[config.mk]
export PLATFORM = sky130hd
export DESIGN_NAME = adsr_echo_envelope_unit_flat
export DESIGN_NICKNAME = d
export VERILOG_FILES = /design/src/hdl/aee_pkg.sv /design/src/hdl/aee_if.sv /design/src/hdl/aee_cfg_regs.sv /design/src/hdl/aee_ctrl.sv /design/src/hdl/aee_datapath.sv /design/src/hdl/adsr_echo_envelope_unit.sv /design/src/flat_wrapper.sv
export SDC_FILE = /design/constraint.sdc
export NUM_CORES = 1
export LEC_CHECK = 0
export ABC_AREA = 1
export ABC_CLOCK_PERIOD_IN_PS = 16290
export CORE_MARGIN = 8
export CORE_UTILIZATION = 25
export CTS_CLUSTER_DIAMETER = 150
export DETAILED_ROUTE_END_ITERATION = 7
export DONT_BUFFER_PORTS = 1
export GPL_TIMING_DRIVEN = 0
export SLEW_MARGIN = 20
export SYNTH_ARGS = -nofsm -noshare
export SYNTH_HDL_FRONTEND = slang
export SYNTH_SLANG_ARGS = --single-unit
[constraint.sdc]
create_clock -name clk_i -period 16.29 [get_ports clk_i]
set_input_delay 1.629 -clock clk_i [delete_from_list [all_inputs] [get_ports clk_i]]
set_output_delay 1.629 -clock clk_i [all_outputs]
set_load 0.01 [all_outputs]
[src/hdl/aee_pkg.sv]
// Shared types and constants of the envelope unit.
// No dependencies.
package aee_pkg;

  localparam int unsigned ADDR_W = 5;

  localparam logic [7:0] ST_START  = 8'h80;
  localparam logic [7:0] ST_STOP   = 8'h40;
  localparam logic [7:0] ST_LOOP   = 8'h10;
  localparam logic [7:0] ST_ECHO   = 8'h04;
  localparam logic [7:0] ST_LIVE   = 8'hC7;
  localparam logic [7:0] ST_STAGE  = 8'h03;
  localparam logic [7:0] LEVEL_MAX = 8'hFF;

  localparam logic [1:0] STAGE_ATTACK  = 2'd3;
  localparam logic [1:0] STAGE_DECAY   = 2'd2;

  typedef enum logic [2:0] {
    REG_ATTACK_STEP   = 3'd0,
    REG_DECAY_RATE    = 3'd1,
    REG_SUSTAIN_LEVEL = 3'd2,
    REG_RELEASE_RATE  = 3'd3,
    REG_ECHO_LEVEL    = 3'd4,
    REG_MASTER_VOLUME = 3'd5,
    REG_LEFT_VOLUME   = 3'd6,
    REG_RIGHT_VOLUME  = 3'd7
  } aee_reg_e;

  typedef enum logic [2:0] {
    PH_OFF     = 3'd0,
    PH_ATTACK  = 3'd1,
    PH_DECAY   = 3'd2,
    PH_SUSTAIN = 3'd3,
    PH_RELEASE = 3'd4,
    PH_ECHO    = 3'd5
  } aee_phase_e;

  typedef struct packed {
    logic [7:0] attack_step;
    logic [7:0] decay_rate;
    logic [7:0] sustain_level;
    logic [7:0] release_rate;
    logic [7:0] echo_level;
    logic [3:0] master_volume;
    logic [7:0] left_volume;
    logic [7:0] right_volume;
  } aee_cfg_t;

  localparam aee_cfg_t CFG_RESET = '{
    attack_step:   8'd255,
    decay_rate:    8'd0,
    sustain_level: 8'd255,
    release_rate:  8'd0,
    echo_level:    8'd0,
    master_volume: 4'd15,
    left_volume:   8'd128,
    right_volume:  8'd128
  };

  typedef struct packed {
    logic start_request;
    logic stop_request;
    logic loop_enabled;
  } aee_in_t;

  typedef struct packed {
    logic       active;
    logic [7:0] envelope_out;
    logic [7:0] left_level;
    logic [7:0] right_level;
    logic [2:0] phase;
    logic       looping;
  } aee_out_t;

  typedef struct packed {
    logic load;
    logic tick;
    logic gain;
    logic left;
    logic emit;
  } aee_cmd_t;

endpackage

[src/hdl/aee_if.sv]
// Valid/ready channels of the envelope unit: frame requests in, levels out.
// No dependencies.
interface aee_in_if;
  logic valid;
  logic ready;
  logic start_request;
  logic stop_request;
  logic loop_enabled;

  modport source (output valid, output start_request, output stop_request,
                  output loop_enabled, input ready);
  modport sink   (input valid, input start_request, input stop_request,
                  input loop_enabled, output ready);
endinterface

interface aee_out_if;
  logic       valid;
  logic       ready;
  logic       active;
  logic [7:0] envelope_out;
  logic [7:0] left_level;
  logic [7:0] right_level;
  logic [2:0] phase;
  logic       looping;

  modport source (output valid, output active, output envelope_out, output left_level,
                  output right_level, output phase, output looping, input ready);
  modport sink   (input valid, input active, input envelope_out, input left_level,
                  input right_level, input phase, input looping, output ready);
endinterface

[src/hdl/aee_cfg_regs.sv]
// APB-style configuration register file of the envelope unit.
// Depends on aee_pkg.
module aee_cfg_regs (
  input  logic                       clk_i,
  input  logic                       rst_ni,
  input  logic                       psel_i,
  input  logic                       penable_i,
  input  logic                       pwrite_i,
  input  logic [aee_pkg::ADDR_W-1:0] paddr_i,
  input  logic [31:0]                pwdata_i,
  output logic [31:0]                prdata_o,
  output aee_pkg::aee_cfg_t          cfg_o
);
  import aee_pkg::*;

  aee_cfg_t cfg_q;
  aee_reg_e reg_idx;
  logic     wr_en;

  assign reg_idx = aee_reg_e'(paddr_i[ADDR_W-1:2]);
  assign wr_en   = psel_i && penable_i && pwrite_i;

  always_ff @(posedge clk_i or negedge rst_ni) begin
    if (!rst_ni) begin
      cfg_q <= CFG_RESET;
    end else if (wr_en) begin
      unique case (reg_idx)
        REG_ATTACK_STEP:   cfg_q.attack_step   <= pwdata_i[7:0];
        REG_DECAY_RATE:    cfg_q.decay_rate    <= pwdata_i[7:0];
        REG_SUSTAIN_LEVEL: cfg_q.sustain_level <= pwdata_i[7:0];
        REG_RELEASE_RATE:  cfg_q.release_rate  <= pwdata_i[7:0];
        REG_ECHO_LEVEL:    cfg_q.echo_level    <= pwdata_i[7:0];
        REG_MASTER_VOLUME: cfg_q.master_volume <= pwdata_i[3:0];
        REG_LEFT_VOLUME:   cfg_q.left_volume   <= pwdata_i[7:0];
        REG_RIGHT_VOLUME:  cfg_q.right_volume  <= pwdata_i[7:0];
      endcase
    end
  end

  always_comb begin
    unique case (reg_idx)
      REG_ATTACK_STEP:   prdata_o = {24'd0, cfg_q.attack_step};
      REG_DECAY_RATE:    prdata_o = {24'd0, cfg_q.decay_rate};
      REG_SUSTAIN_LEVEL: prdata_o = {24'd0, cfg_q.sustain_level};
      REG_RELEASE_RATE:  prdata_o = {24'd0, cfg_q.release_rate};
      REG_ECHO_LEVEL:    prdata_o = {24'd0, cfg_q.echo_level};
      REG_MASTER_VOLUME: prdata_o = {28'd0, cfg_q.master_volume};
      REG_LEFT_VOLUME:   prdata_o = {24'd0, cfg_q.left_volume};
      REG_RIGHT_VOLUME:  prdata_o = {24'd0, cfg_q.right_volume};
    endcase
  end

  assign cfg_o = cfg_q;

endmodule

[src/hdl/aee_ctrl.sv]
// Sequencer of the envelope unit: handshakes and datapath step commands.
// Depends on aee_pkg.
module aee_ctrl (
  input  logic              clk_i,
  input  logic              rst_ni,
  input  logic              in_valid_i,
  output logic              in_ready_o,
  output logic              out_valid_o,
  input  logic              out_ready_i,
  output aee_pkg::aee_cmd_t cmd_o
);
  import aee_pkg::*;

  typedef enum logic [2:0] {
    S_IDLE,
    S_TICK,
    S_GAIN,
    S_LEFT,
    S_RIGHT
  } state_e;

  state_e state_q;
  logic   out_valid_q;
  logic   out_free;
  logic   emit;
  logic   load;

  assign out_free   = !out_valid_q || out_ready_i;
  assign emit       = (state_q == S_RIGHT) && out_free;
  assign in_ready_o = (state_q == S_IDLE) || emit;
  assign load       = in_valid_i && in_ready_o;

  always_ff @(posedge clk_i or negedge rst_ni) begin
    if (!rst_ni) begin
      state_q     <= S_IDLE;
      out_valid_q <= 1'b0;
    end else begin
      if (emit) begin
        out_valid_q <= 1'b1;
      end else if (out_ready_i) begin
        out_valid_q <= 1'b0;
      end
      unique case (state_q)
        S_IDLE: begin
          if (load) state_q <= S_TICK;
        end
        S_TICK:  state_q <= S_GAIN;
        S_GAIN:  state_q <= S_LEFT;
        S_LEFT:  state_q <= S_RIGHT;
        S_RIGHT: begin
          if (emit) state_q <= load ? S_TICK : S_IDLE;
        end
        default: state_q <= S_IDLE;
      endcase
    end
  end

  assign out_valid_o = out_valid_q;
  assign cmd_o.load  = load;
  assign cmd_o.tick  = (state_q == S_TICK);
  assign cmd_o.gain  = (state_q == S_GAIN);
  assign cmd_o.left  = (state_q == S_LEFT);
  assign cmd_o.emit  = emit;

endmodule

[src/hdl/aee_datapath.sv]
// Envelope datapath: voice state, one shared 8x8 multiplier, result register.
// Depends on aee_pkg.
module aee_datapath (
  input  logic              clk_i,
  input  logic              rst_ni,
  input  aee_pkg::aee_cfg_t cfg_i,
  input  aee_pkg::aee_cmd_t cmd_i,
  input  aee_pkg::aee_in_t  req_i,
  output aee_pkg::aee_out_t res_o
);
  import aee_pkg::*;

  logic [7:0] status_q, status_d;
  logic [7:0] env_q, env_d;
  logic [7:0] echo_q, echo_d;
  logic [7:0] gain_q;
  logic [7:0] left_q;
  aee_out_t   res_q;
  aee_out_t   res_d;

  logic [7:0]  mul_a, mul_b;
  logic [15:0] mul_p;
  logic [7:0]  scaled;
  logic [8:0]  atk_sum;
  logic        live;
  logic [7:0]  echo_or_off;

  assign live        = (status_q & ST_LIVE) != 8'd0;
  assign atk_sum     = {1'b0, env_q} + {1'b0, cfg_i.attack_step};
  assign echo_or_off = (echo_q == 8'd0) ? 8'd0 : (status_q | ST_ECHO);

  always_comb begin
    mul_a = env_q;
    mul_b = cfg_i.decay_rate;
    if (cmd_i.emit) begin
      mul_a = cfg_i.right_volume;
      mul_b = gain_q;
    end else if (cmd_i.left) begin
      mul_a = cfg_i.left_volume;
      mul_b = gain_q;
    end else if (cmd_i.gain) begin
      mul_b = {3'd0, {1'b0, cfg_i.master_volume} + 5'd1};
    end else if ((status_q & ST_STOP) != 8'd0) begin
      mul_b = cfg_i.release_rate;
    end
  end

  assign mul_p  = 16'(mul_a) * 16'(mul_b);
  assign scaled = mul_p[15:8];

  always_comb begin
    status_d = status_q;
    env_d    = env_q;
    echo_d   = echo_q;
    if (cmd_i.load) begin
      if (req_i.start_request) begin
        status_d = ST_START | (req_i.stop_request ? ST_STOP : 8'd0)
                 | (req_i.loop_enabled ? ST_LOOP : 8'd0);
      end else if (req_i.stop_request && live) begin
        status_d = status_q | ST_STOP;
      end
    end else if (cmd_i.tick && live) begin
      priority if ((status_q & ST_START) != 8'd0) begin
        if ((status_q & ST_STOP) != 8'd0) begin
          status_d = 8'd0;
        end else begin
          status_d = {6'd0, STAGE_ATTACK} | (status_q & ST_LOOP);
          env_d    = cfg_i.attack_step;
          echo_d   = cfg_i.echo_level;
        end
      end else if ((status_q & ST_ECHO) != 8'd0) begin
        if (echo_q <= 8'd1) begin
          echo_d   = 8'd0;
          status_d = 8'd0;
        end else begin
          echo_d = echo_q - 8'd1;
        end
      end else if ((status_q & ST_STOP) != 8'd0) begin
        env_d = scaled;
        if (scaled <= echo_q) status_d = echo_or_off;
      end else begin
        unique case (status_q[1:0])
          STAGE_ATTACK: begin
            if (atk_sum[8]) begin
              env_d    = LEVEL_MAX;
              status_d = status_q - 8'd1;
            end else begin
              env_d = atk_sum[7:0];
            end
          end
          STAGE_DECAY: begin
            env_d = scaled;
            if (scaled <= cfg_i.sustain_level) begin
              if (cfg_i.sustain_level == 8'd0) begin
                status_d = echo_or_off;
              end else begin
                env_d    = cfg_i.sustain_level;
                status_d = status_q - 8'd1;
              end
            end
          end
          default: ;
        endcase
      end
    end
  end

  always_comb begin
    res_d              = '0;
    res_d.active       = live;
    res_d.envelope_out = env_q;
    if (live) begin
      res_d.left_level  = left_q;
      res_d.right_level = scaled;
      res_d.looping     = (status_q & ST_LOOP) != 8'd0;
      priority if ((status_q & ST_ECHO) != 8'd0) begin
        res_d.phase = PH_ECHO;
      end else if ((status_q & ST_STOP) != 8'd0) begin
        res_d.phase = PH_RELEASE;
      end else if ((status_q & ST_STAGE) == {6'd0, STAGE_ATTACK}) begin
        res_d.phase = PH_ATTACK;
      end else if ((status_q & ST_STAGE) == {6'd0, STAGE_DECAY}) begin
        res_d.phase = PH_DECAY;
      end else begin
        res_d.phase = PH_SUSTAIN;
      end
    end
  end

  always_ff @(posedge clk_i or negedge rst_ni) begin
    if (!rst_ni) begin
      status_q <= 8'd0;
      env_q    <= 8'd0;
      echo_q   <= 8'd0;
    end else begin
      status_q <= status_d;
      env_q    <= env_d;
      echo_q   <= echo_d;
    end
  end

  always_ff @(posedge clk_i) begin
    if (cmd_i.gain) gain_q <= mul_p[11:4];
    if (cmd_i.left) left_q <= scaled;
    if (cmd_i.emit) res_q  <= res_d;
  end

  assign res_o = res_q;

endmodule

[src/hdl/adsr_echo_envelope_unit.sv]
// Top level of the one-voice ADSR envelope unit with echo tail.
// Each frame runs the tick, master gain, left and right steps in turn on the single
// 8x8 multiplier they share; a new frame is taken only when the last result is
// emitted, which waits until the output channel is free. Reset clears the voice
// to off and loads register defaults at once; no clearing pass.
module adsr_echo_envelope_unit (
  input  logic                       clk_i,
  input  logic                       rst_ni,
  aee_in_if.sink                     in_i,
  aee_out_if.source                  out_o,
  input  logic                       psel,
  input  logic                       penable,
  input  logic                       pwrite,
  input  logic [aee_pkg::ADDR_W-1:0] paddr,
  input  logic [31:0]                pwdata,
  output logic [31:0]                prdata,
  output logic                       pready
);
  import aee_pkg::*;

  aee_cfg_t cfg;
  aee_cmd_t cmd;
  aee_in_t  req;
  aee_out_t res;
  logic     in_ready;
  logic     out_valid;

  assign pready = 1'b1;

  aee_cfg_regs u_regs (
    .clk_i     (clk_i),
    .rst_ni    (rst_ni),
    .psel_i    (psel),
    .penable_i (penable),
    .pwrite_i  (pwrite),
    .paddr_i   (paddr),
    .pwdata_i  (pwdata),
    .prdata_o  (prdata),
    .cfg_o     (cfg)
  );

  aee_ctrl u_ctrl (
    .clk_i       (clk_i),
    .rst_ni      (rst_ni),
    .in_valid_i  (in_i.valid),
    .in_ready_o  (in_ready),
    .out_valid_o (out_valid),
    .out_ready_i (out_o.ready),
    .cmd_o       (cmd)
  );

  assign req.start_request = in_i.start_request;
  assign req.stop_request  = in_i.stop_request;
  assign req.loop_enabled  = in_i.loop_enabled;

  aee_datapath u_dp (
    .clk_i  (clk_i),
    .rst_ni (rst_ni),
    .cfg_i  (cfg),
    .cmd_i  (cmd),
    .req_i  (req),
    .res_o  (res)
  );

  assign in_i.ready         = in_ready;
  assign out_o.valid        = out_valid;
  assign out_o.active       = res.active;
  assign out_o.envelope_out = res.envelope_out;
  assign out_o.left_level   = res.left_level;
  assign out_o.right_level  = res.right_level;
  assign out_o.phase        = res.phase;
  assign out_o.looping      = res.looping;

endmodule

[src/flat_wrapper.sv]
// flat-port wrapper written by rule: the top's interface ports become plain ports
module adsr_echo_envelope_unit_flat import aee_pkg::*;
  (clk_i, rst_ni, psel, penable, pwrite, paddr, pwdata, prdata, pready, in_i_valid, in_i_start_request, in_i_stop_request, in_i_loop_enabled, in_i_ready, out_o_valid, out_o_active, out_o_envelope_out, out_o_left_level, out_o_right_level, out_o_phase, out_o_looping, out_o_ready);
  aee_in_if in_i_i ();
  aee_out_if out_o_i ();
  input  logic clk_i;
  input  logic rst_ni;
  input  logic psel;
  input  logic penable;
  input  logic pwrite;
  input  logic [aee_pkg::ADDR_W-1:0] paddr;
  input  logic [31:0] pwdata;
  output logic [31:0] prdata;
  output logic pready;
  input wire logic [$bits(in_i_i.valid)-1:0] in_i_valid;
  input wire logic [$bits(in_i_i.start_request)-1:0] in_i_start_request;
  input wire logic [$bits(in_i_i.stop_request)-1:0] in_i_stop_request;
  input wire logic [$bits(in_i_i.loop_enabled)-1:0] in_i_loop_enabled;
  output wire logic [$bits(in_i_i.ready)-1:0] in_i_ready;
  output wire logic [$bits(out_o_i.valid)-1:0] out_o_valid;
  output wire logic [$bits(out_o_i.active)-1:0] out_o_active;
  output wire logic [$bits(out_o_i.envelope_out)-1:0] out_o_envelope_out;
  output wire logic [$bits(out_o_i.left_level)-1:0] out_o_left_level;
  output wire logic [$bits(out_o_i.right_level)-1:0] out_o_right_level;
  output wire logic [$bits(out_o_i.phase)-1:0] out_o_phase;
  output wire logic [$bits(out_o_i.looping)-1:0] out_o_looping;
  input wire logic [$bits(out_o_i.ready)-1:0] out_o_ready;
  assign in_i_i.valid = in_i_valid;
  assign in_i_i.start_request = in_i_start_request;
  assign in_i_i.stop_request = in_i_stop_request;
  assign in_i_i.loop_enabled = in_i_loop_enabled;
  assign in_i_ready = in_i_i.ready;
  assign out_o_valid = out_o_i.valid;
  assign out_o_active = out_o_i.active;
  assign out_o_envelope_out = out_o_i.envelope_out;
  assign out_o_left_level = out_o_i.left_level;
  assign out_o_right_level = out_o_i.right_level;
  assign out_o_phase = out_o_i.phase;
  assign out_o_looping = out_o_i.looping;
  assign out_o_i.ready = out_o_ready;
  adsr_echo_envelope_unit u_core (.clk_i(clk_i), .rst_ni(rst_ni), .in_i(in_i_i), .out_o(out_o_i), .psel(psel), .penable(penable), .pwrite(pwrite), .paddr(paddr), .pwdata(pwdata), .prdata(prdata), .pready(pready));
endmodule
==> impl_metrics.yaml <==
run_status:
  status: "complete, no violations"
drt:
  drc_errors: 0
  viasPerCell: 4.64
  wl_mm: 31.3
  dr.pass1.iters: 6
  drt_iter0_drc: 663
  vias: 8467
  post_drt_wl_per_cell_um: 17.2
  antenna_left: 0
critical_path:
  cp_max_fo: 33
  path_class: "input pin to register"
  startpoint_type: "input pin"
  cpPeakStageDelay_ns: 0.59
  slowest_stage: "inv_2"
  required_ns: 16.61
  end_kind: "register"
  cpMostUsedCell: "nand2_1"
  cp_data_arrival_time_ns: 9.04
cts:
  ctsResizeCount: 0
  cts-root-buf: "clkbuf_16"
  cts_setup_buffers: 0
  clock_latency_ns: 0.43
  clock_path_buffers: 2
  htreeDepth: 4
  clock_sinks: 133
  clkTransAtPathRegs_ns: 0.07
  cts_hold_buffers: 0
  cts_buffers: 17
  cts_tree: "done"
synth:
  synth.cell_area_um2: 9870
  yosys.area_share.simple_pct: 21.6
  synth_top_family_by_area: "simple AND/OR/NAND/NOR gates"
  synth_seq_area_share_pct: 36.3
  synth.mux.area_fraction_pct: 0
  ys_ff_latch: 133
  ys_types: 54
  synth-compound-area-share_pct: 13.7
  syn_avg_cell_area_um2: 7.94
  synth-main-ff-cell: "dfrtp_1"
  synth_cells: 1244
  synth_edf_count: 45
  yosys.area_share.adder_pct: 15.5
  yosys_warnings: 0
  synthArstFlopShare_pct: 66.2
  synthXorXnorAreaFrac_pct: 2.22
global_routing:
  grt_first_pass_wirelength_mm: 49.3
  overflow: 0
  antenna_found_initial: 0
  grt_pass1_vias: 8534
  grt_max_degree: 89
  grt_use_total_pct: 13.6
floorplan:
  core.rowCount: 73
  dieArea_um2: 46100
  die_x_um: 215
  start_util_pct: 25.1
  ios: 111
  fp.coreArea_um2: 39400
  fp.dieH_um: 215
timing:
  fin_crit_sh_pct: 53.5
  rsz0062_at_grt: "no"
  tightest_slew_ns: 0.883
  relSlewSlack_pct: 40.9
  timing_hold_violations_final: 0
  max_freq_mhz: 115
  fin_crit_ns: 8.72
  fin_skew_ns: 0.0169
  finalSetupViolCount: 0
  fin_tns_setup_ns: 0
  maxSlewViolCount: 0
placed_design:
  routabilityCongestion: 0.911
  place_area_um2: 10600
  place.detailed.hpwl_mm: 24.9
  port-buffer-count: 0
cells_and_area:
  drive_gt1_share_pct: 9.47
  nets: 1433
  multi_input_area_um2: 5320
  fill_cells: 4212
  antenna_cells: 0
  area_growth_pct: 13.5
  fin_area_um2: 11200
  regArea_um2: 3580
run:
  maxCapViolations: 0
min_path:
  hp-class: "register to register"
## critical path: cells and delay by family
kind | cells | cell delay, ns
adder cells (fa/ha/maj) | 6 | 2.77
buffers and inverters | 9 | 1.81
AO/OA/AOI/OAI | 6 | 1.09
XOR/XNOR | 1 | 0.41
AND/OR/NAND/NOR | 12 | 1.32
## worst paths after layout
kind	depth (start not counted)	slack, ns	start	end
worst max-delay path	34	7.57	out_o_ready	u_core.u_dp.env_q[3]$_DFFE_PN0P_
worst min-delay path	2	0.49	u_core.u_regs.cfg_o[0]$_DFFE_PN0P_	u_core.u_regs.cfg_o[0]$_DFFE_PN0P_
worst max register to register	33	7.96	u_core.u_dp.status_q[6]$_DFFE_PN0P_	u_core.u_dp.env_q[3]$_DFFE_PN0P_
worst min register to register	2	0.49	u_core.u_regs.cfg_o[0]$_DFFE_PN0P_	u_core.u_regs.cfg_o[0]$_DFFE_PN0P_
max in group asynchronous	0	15.10	rst_ni	u_core.u_regs.cfg_o[18]$_DFFE_PN1P_
min in group asynchronous	0	0.89	rst_ni	u_core.u_dp.status_q[3]$_DFFE_PN0P_
## area by class of cell
cell class / instances / share of cell area (%)
Inverter: 202 / 6.79
Sequential cell: 133 / 31.9
Multi-Input combinational cell: 882 / 47.5
Tap cell: 525 / 5.86
Clock buffer: 18 / 3.92
Buffer: 50 / 2.63
Clock inverter: 14 / 1.35
## per-stage QoR
| stage | utilization [%] | hold WS, ns | setup slack [ns] | std cells |
|---|---|---|---|---|
| after CTS | 28.5 | 0.487 | 7.66 | 1824 |
| after global routing | 28.5 | 0.520 | 7.01 | 1824 |
| after detailed placement | 27.0 | 0.473 | 7.21 | 1792 |
| final | 28.5 | 0.485 | 7.57 | 1824 |
| after global placement | 27.0 | 0.467 | 7.31 | 1792 |
| after floorplan | - | 0.453 | 8.67 | 1267 |
## metal layers
metal  routed length, um  GRT usage [%]  vias up
li1                    -              -     4108
met1               13700           17.4     4025
met2               14300           22.2      289
met3                2220           2.91       45
met4                1050           5.21        0
met5                   0              0        -
## synthesized netlist by cell type (all sizes together) (10+ instances only)
master | number | area share [%]
dfrtp | 66 | 17
o21ai | 116 | 6.0
a21oi | 57 | 3.0
nand2 | 266 | 11
o211ai | 18 | 1.4
o22ai | 19 | 1.2
clkbuf | 18 | 0.68
nor2 | 134 | 5.4
edfxtp | 45 | 14
nand3 | 58 | 3.2
fa | 37 | 7.5
dfstp | 22 | 5.9
ha | 63 | 8.0
xor2 | 20 | 1.8
inv | 201 | 7.7
buf | 32 | 2.3
nor3 | 10 | 0.72
nand4 | 15 | 0.95
## kinds of logic (layout without fill, tap and decap cells)
| kind of cell | after synthesis | count (layout) |
|---|---|---|
| XOR/XNOR | 25 | 25 |
| AO/OA/AOI/OAI | 237 | 237 |
| other | 2 | 25 |
| AND/OR/NAND/NOR | 495 | 495 |
| buffers and inverters | 252 | 284 |
| adder cells (fa/ha/maj) | 100 | 100 |
| flip-flops | 133 | 133 |
## flip-flops by register name (all words and copies together), names as in the netlist
name,count
u_core.u_regs.cfg_o,60
u_core.u_dp.res_o,29
u_core.u_dp.echo_q,8
u_core.u_dp.env_q,8
u_core.u_dp.gain_q,8
u_core.u_dp.left_q,8
u_core.u_dp.status_q,8
u_core.u_ctrl.state_q,3
u_core.u_ctrl.out_valid_o,1
## cell usage in the layout (no fill, tap or decap), drive strengths merged, types with 2 or more instances in the layout
master     n
a31oi      3
a211oi     6
a21o       2
o21bai     3
nand3b     3
nor3      10
nand2    266
o22ai     19
or2        6
nor4       2
ha        63
dfstp     22
xnor2      5
clkinv     3
clkbuf    36
o211ai    18
a22oi      3
xor2      20
nand4     15
conb      25
buf       32
nand3     58
edfxtp    45
dfrtp     66
a21oi     57
o2111ai    5
inv      212
nor2     134
o21ai    116
fa        37
Power is not shown: default switching activity piles up to over one toggle a cycle in this logic, so the estimate is an artifact.
